$ cat config.mk
export PLATFORM = sky130hd
export DESIGN_NAME = descriptor_slot_allocator
export DESIGN_NICKNAME = d
export VERILOG_FILES = /design/src/hdl/dsa_pkg.sv /design/src/hdl/dsa_scan.sv /design/src/hdl/descriptor_slot_allocator.sv
export SDC_FILE = /design/constraint.sdc
export NUM_CORES = 1
export LEC_CHECK = 0
export BUFFER_PORTS_ARGS = -buffer_cell sky130_fd_sc_hd__buf_4
export CAP_MARGIN = 30
export CORE_ASPECT_RATIO = 1.1
export CORE_UTILIZATION = 46
export CTS_BUF_LIST = sky130_fd_sc_hd__clkbuf_4
export CTS_CLUSTER_SIZE = 30
export DETAILED_ROUTE_END_ITERATION = 6
export PLACE_DENSITY_LB_ADDON = 0.15
export SYNTH_ARGS = -nofsm -noshare
export SYNTH_HDL_FRONTEND = slang
export SYNTH_SLANG_ARGS = --single-unit
$ cat constraint.sdc
create_clock -name clk -period 2.65 [get_ports clk]
set_input_delay 0.53 -clock clk [delete_from_list [all_inputs] [get_ports clk]]
set_output_delay 0.53 -clock clk [all_outputs]
set_load 0.005 [all_outputs]
$ cat src/hdl/dsa_pkg.sv
package dsa_pkg;

  localparam int SLOT_COUNT_DEF = 16;

  localparam int ENTRY_W  = 32;
  localparam int SLOTIN_W = 5;
  localparam int STATUS_W = 2;
  localparam int GIVEN_W  = 4;

  localparam int IN_DATA_W  = 136;
  localparam int OUT_DATA_W = 8;

  localparam logic FN_OPEN  = 1'b0;
  localparam logic FN_CLOSE = 1'b1;

  localparam logic [STATUS_W-1:0] ST_OK    = 2'd0;
  localparam logic [STATUS_W-1:0] ST_FULL  = 2'd1;
  localparam logic [STATUS_W-1:0] ST_RANGE = 2'd2;

  typedef enum logic [1:0] {
    S_IDLE,
    S_EXEC,
    S_SCAN,
    S_DONE
  } dsa_state_t;

  typedef struct packed {
    logic done;
    logic found;
  } scan_stat_t;

endpackage

$ cat src/hdl/dsa_scan.sv
module dsa_scan #(
  parameter int SLOT_COUNT = dsa_pkg::SLOT_COUNT_DEF,
  parameter int IDX_W      = $clog2(SLOT_COUNT)
) (
  input  logic                   clk,
  input  logic                   rst_n,
  input  logic                   start,
  input  logic [IDX_W-1:0]       base,
  input  logic [SLOT_COUNT-1:0]  used,
  output dsa_pkg::scan_stat_t    stat,
  output logic [IDX_W-1:0]       slot
);
  import dsa_pkg::*;

  localparam logic [IDX_W-1:0] LAST = IDX_W'(SLOT_COUNT - 1);

  logic             busy_r, busy_nxt;
  logic [IDX_W-1:0] cursor_r, cursor_nxt;
  logic [IDX_W-1:0] left_r, left_nxt;
  logic [IDX_W-1:0] base_inc, cursor_inc;
  logic             hit;

  // circular successor, one slot tested per cycle
  assign base_inc   = (base == LAST) ? '0 : base + 1'b1;
  assign cursor_inc = (cursor_r == LAST) ? '0 : cursor_r + 1'b1;
  assign hit        = !used[cursor_r];

  always_comb begin
    busy_nxt   = busy_r;
    cursor_nxt = cursor_r;
    left_nxt   = left_r;
    if (start) begin
      busy_nxt   = 1'b1;
      cursor_nxt = base_inc;
      left_nxt   = LAST;
    end else if (busy_r) begin
      if (hit || left_r == IDX_W'(1)) begin
        busy_nxt = 1'b0;
      end else begin
        cursor_nxt = cursor_inc;
        left_nxt   = left_r - 1'b1;
      end
    end
  end

  always_ff @(posedge clk) begin
    if (!rst_n) begin
      busy_r <= 1'b0;
    end else begin
      busy_r <= busy_nxt;
    end
    cursor_r <= cursor_nxt;
    left_r   <= left_nxt;
  end

  assign stat.done  = busy_r && (hit || left_r == IDX_W'(1));
  assign stat.found = busy_r && hit;
  assign slot       = cursor_r;

endmodule

$ cat src/hdl/descriptor_slot_allocator.sv
// channel  direction  tdata (low bit up)                         tuser
// in_      slave      entry_context, entry_read, entry_write,     func
//                     entry_close, slot_to_free, pad to 136
// out_     master     status, slot_given, pad to 8                -
//
// Open: the request passes through EXEC, then SCAN, where the single
// next-fit scanner tests n = 1..SLOT_COUNT-1 slots, one slot a cycle, then
// DONE. Close and rejected requests go from EXEC straight to DONE.
// in_tready is high only between requests.
// Reset clears valid bits, hint and full flag at once; payload is not reset.
// A stalled result holds in the output register; the next word may be
// taken meanwhile and waits in the last step until the register frees.
module descriptor_slot_allocator #(
  parameter int SLOT_COUNT = dsa_pkg::SLOT_COUNT_DEF
) (
  input  logic                          clk,
  input  logic                          rst_n,
  input  logic                          in_tvalid,
  output logic                          in_tready,
  // entry_context, entry_read, entry_write, entry_close, slot_to_free
  input  logic [dsa_pkg::IN_DATA_W-1:0] in_tdata,
  // func
  input  logic                          in_tuser,
  output logic                          out_tvalid,
  input  logic                          out_tready,
  // status, slot_given
  output logic [dsa_pkg::OUT_DATA_W-1:0] out_tdata
);
  import dsa_pkg::*;

  localparam int IDX_W = $clog2(SLOT_COUNT);

  dsa_state_t state_r, state_nxt;

  logic                  func_r;
  logic [4*ENTRY_W-1:0]  words_r;
  logic [SLOTIN_W-1:0]   slot_in_r;

  logic [4*ENTRY_W-1:0]  payload_mem [SLOT_COUNT];
  logic [SLOT_COUNT-1:0] used_r, used_nxt;
  logic [IDX_W-1:0]      hint_r, hint_nxt;
  logic                  full_r, full_nxt;

  logic [STATUS_W-1:0]   res_status_r, res_status_nxt;
  logic [GIVEN_W-1:0]    res_given_r, res_given_nxt;
  logic                  out_valid_r;
  logic [STATUS_W-1:0]   out_status_r;
  logic [GIVEN_W-1:0]    out_given_r;

  logic                  in_acc, out_free, scan_start, mem_we;
  logic                  close_bad;
  logic [IDX_W-1:0]      close_idx;
  scan_stat_t            scan_stat;
  logic [IDX_W-1:0]      scan_slot;

  assign in_acc    = in_tvalid && in_tready;
  assign out_free  = !out_valid_r || out_tready;
  assign close_bad = int'(slot_in_r) >= SLOT_COUNT;
  assign close_idx = IDX_W'(slot_in_r);

  dsa_scan #(
    .SLOT_COUNT(SLOT_COUNT),
    .IDX_W     (IDX_W)
  ) u_scan (
    .clk  (clk),
    .rst_n(rst_n),
    .start(scan_start),
    .base (hint_r),
    .used (used_r),
    .stat (scan_stat),
    .slot (scan_slot)
  );

  always_comb begin
    state_nxt = state_r;
    unique case (state_r)
      S_IDLE: begin
        if (in_acc) state_nxt = S_EXEC;
      end
      S_EXEC: begin
        if (func_r == FN_OPEN && !full_r) state_nxt = S_SCAN;
        else                              state_nxt = S_DONE;
      end
      S_SCAN: begin
        if (scan_stat.done) state_nxt = S_DONE;
      end
      S_DONE: begin
        if (out_free) state_nxt = S_IDLE;
      end
      default: state_nxt = S_IDLE;
    endcase
  end

  always_comb begin
    in_tready      = (state_r == S_IDLE);
    scan_start     = 1'b0;
    mem_we         = 1'b0;
    used_nxt       = used_r;
    hint_nxt       = hint_r;
    full_nxt       = full_r;
    res_status_nxt = res_status_r;
    res_given_nxt  = res_given_r;
    unique case (state_r)
      S_EXEC: begin
        res_status_nxt = ST_OK;
        res_given_nxt  = '0;
        if (func_r == FN_OPEN) begin
          if (full_r) begin
            res_status_nxt = ST_FULL;
          end else begin
            mem_we           = 1'b1;
            scan_start       = 1'b1;
            used_nxt[hint_r] = 1'b1;
            res_given_nxt    = GIVEN_W'(hint_r);
          end
        end else if (close_bad) begin
          res_status_nxt = ST_RANGE;
        end else begin
          used_nxt[close_idx] = 1'b0;
          if (close_idx < hint_r || full_r) hint_nxt = close_idx;
          full_nxt = 1'b0;
        end
      end
      S_SCAN: begin
        if (scan_stat.done) begin
          if (scan_stat.found) hint_nxt = scan_slot;
          else                 full_nxt = 1'b1;
        end
      end
      default: ;
    endcase
  end

  always_ff @(posedge clk) begin
    if (!rst_n) begin
      state_r     <= S_IDLE;
      used_r      <= '0;
      hint_r      <= '0;
      full_r      <= 1'b0;
      out_valid_r <= 1'b0;
    end else begin
      state_r <= state_nxt;
      used_r  <= used_nxt;
      hint_r  <= hint_nxt;
      full_r  <= full_nxt;
      if (state_r == S_DONE && out_free) begin
        out_valid_r <= 1'b1;
      end else if (out_tready) begin
        out_valid_r <= 1'b0;
      end
    end
    if (in_acc) begin
      func_r    <= in_tuser;
      words_r   <= in_tdata[4*ENTRY_W-1:0];
      slot_in_r <= in_tdata[4*ENTRY_W +: SLOTIN_W];
    end
    res_status_r <= res_status_nxt;
    res_given_r  <= res_given_nxt;
    if (state_r == S_DONE && out_free) begin
      out_status_r <= res_status_r;
      out_given_r  <= res_given_r;
    end
  end

  always_ff @(posedge clk) begin
    if (mem_we) begin
      payload_mem[hint_r] <= words_r;
    end
  end

  assign out_tvalid = out_valid_r;
  assign out_tdata  = {{(OUT_DATA_W - STATUS_W - GIVEN_W){1'b0}}, out_given_r, out_status_r};

endmodule

==> summary.md <==
| Metric | Value |
|---|---|
| GP Congestion | 0.826 |
| Total gr overflow | 0 |
| Hpwl dp | 4150 um |
| Post-Route WL | 5810 um |
| Skew final | 0.0110 ns |
| CP Class | reg2reg |
| H-tree levels | 2 |
| Final Util | 52.8% |
| Starting DRC count in detailed routing | 147 |
| Avg Vias per Cell | 5.44 |
| # rows | 28 |
| Largest net degree at the start of global routing | 20 |
| Cell variety after synth | 48 |
| Chip height | 82.0 um |
| Worst setup margin | 0.348 ns |
| Nature of the critical path endpoint | register |
| Port buffer count | 17 |
| Clk_lat worst skew | 0.38 ns |
| Core area | 5500 um2 |
| Worst min path class | in2reg |
| Setup violators final | 0 |
| Final period util | 86.9% |
| NumNets Final | 448 |
| Residual DRC | 0 |
| Max clock buf depth | 2 |
| Static leakage | 1.07 nW |
| Tightest Pin Transition | 0.583 ns |
| Most common cell after layout, fill and taps aside | nand2_1 |
| CP required | 2.96 ns |
| Max Clk Rate | 434 MHz |
| Drt first pass iters | 4 |
| Ports | 151 |
| CP Data Arrival Time | 2.62 ns |
| Async SR Flop Fraction | 0% |
| Pre-CTS WS | 0.388 ns |
| Vias in the first global route | 1864 |
| Clock root cell | clkbuf_4 |
| Rel. slew slack | 61.0% |
| Min Tclk post-route | 2.30 ns |
| Post-DRT Antenna Nets | 0 |
| Initial Util | 48.6% |
| Post-Syn Area | 2680 um2 |
| Final Hold Vio Count | 0 |
| Antenna Diode Count | 0 |
| Clk slew on worst S/H paths | 0.15 ns |
| Max-slew violations | 0 |
| TritonCTS clock tree | done |
| Via count | 2007 |
| Setup Buffers After CTS | 0 |
| Layout cells sized above 1 | 12.6% |
| Main synth FF type | dfxtp_1 |
| Dpl cell area | 2850 um2 |
| First-pass GRT wire length | 9630 um |
| Filler-free cell count of the finished design | 369 |
| Max_cap viols | 0 |
| Placed cell count | 361 |
| Commonest cells after routing, fill and taps aside | nand2_1, dfxtp_1, edfxtp_1, buf_4, a21oi_1 |
| Worst hold margin | 0.318 ns |
| CTS hold repair buffers | 0 |
| Synth Register Bits | 51 |
| Fin Setup TNS | 0 ns |
| Synth warn | 0 |
| Total power | 2.35 mW |
| Synth Instances | 278 |
| Syn avg cell area | 9.62 um2 |
| CTS resizes | 0 |
| Peak VDD IR | 465 uV |
| Post-route cell area | 2910 um2 |
| Die width | 74.7 um |
| PwrDens | 810 nW/um2 |
| Worst-path fanout max | 12 |
| Layout area overhead | 8.65% |
| RSZ-0062 raised after global routing | false |
| GRT Total Usage | 21.4% |
| EDFF count, synth | 22 |
| Initial antenna violation count | 0 |
| Routed length per instance | 15.8 um |
| Seq/Total Area, Yosys | 46.4% |
| CP Launch Type | register |
| CTS Sinks | 51 |
| Cts bufs inserted | 5 |
| Status | completed |
| Total die area | 6120 um2 |
## worst max-delay path, cell delays in order, from the launching register on
cell      delay [ns]
edfxtp_1        0.72
mux2i_1         0.33
a32oi_1         0.11
nand3_1         0.12
a21bo_1         0.34
a31oi_1         0.39
mux2i_1         0.23
## sequential cells by signal (all words and copies together) (netlist names)
name,cells
out_status_r,2
u_scan.busy_r,1
func_r,1
slot_in_r,5
out_given_r,4
res_given_r,4
u_scan.left_r,4
hint_r,4
res_status_r,2
full_r,1
u_scan.slot,4
state_r,2
used_r,16
out_tvalid,1
## where the power goes
part / internal (mW) / switching [mW] / leakage [nW]
Clock: 0.104 / 0.258 / 0.0354
Combinational: 0.341 / 0.476 / 0.596
Sequential: 0.997 / 0.175 / 0.441
Total: 1.44 / 0.910 / 1.07
## metal layers
layer	GRT usage (%)	share of wire (%)	vias to the layer above	wire length, um
met5	0	0	-	0
met4	6.23	0.98	0	57
met3	4.42	4.2	8	245
met2	31.7	43	53	2500
met1	31.3	52	916	3010
li1	-	-	1030	-
## cell families after synthesis
logic type / count (synthesis) / synth area share, %
compound gates: 71 / 17.4
xor+xnor: 3 / 0.982
fa+ha+maj: 14 / 6.55
buf+inv: 30 / 5.33
flops: 51 / 46.4
mux: 14 / 5.29
other cells: 1 / 0.140
simple gates: 94 / 18.0
## synth_stat cells, types with 5 or more instances
library cell  instances  area share (%)
nand2_1              30             4.2
dfxtp_1              29              22
edfxtp_1             22              25
a21oi_1              18             3.4
nor2b_1              15             3.5
ha_1                 14             6.5
inv_1                13             1.8
mux2i_1              13             4.9
o21ai_0              13             2.4
nor2_1               12             1.7
a31oi_1              11             2.6
o21ai_1              11             2.1
nor3_1               10             1.9
clkbuf_1              8             1.1
nand3_1               8             1.5
o211ai_1              5             1.4
or3_1                 5             1.2
## final timing paths
kind | startpoint | to | slack (ns) | cells past startpoint
worst max-delay path | u_scan.slot[1] | state_r[0] | 0.35 | 6
worst min-delay path | in_tdata[128] | slot_in_r[0] | 0.32 | 1
worst max register to register | u_scan.slot[1] | state_r[0] | 0.35 | 6
worst min register to register | res_given_r[3] | out_given_r[3] | 0.44 | 0
## final cells by class
| type | instances | area (um2) |
|---|---|---|
| well taps | 75 | 93.8 |
| clock buffers | 5 | 37.5 |
| clock inverters | 3 | 18.8 |
| fillers | 505 | 2590 |
| inverters | 16 | 62.6 |
| multi-input cells | 198 | 1290 |
| flip-flops and latches | 51 | 1240 |
| repair buffers | 21 | 158 |
(Power assumes the default switching activity.)
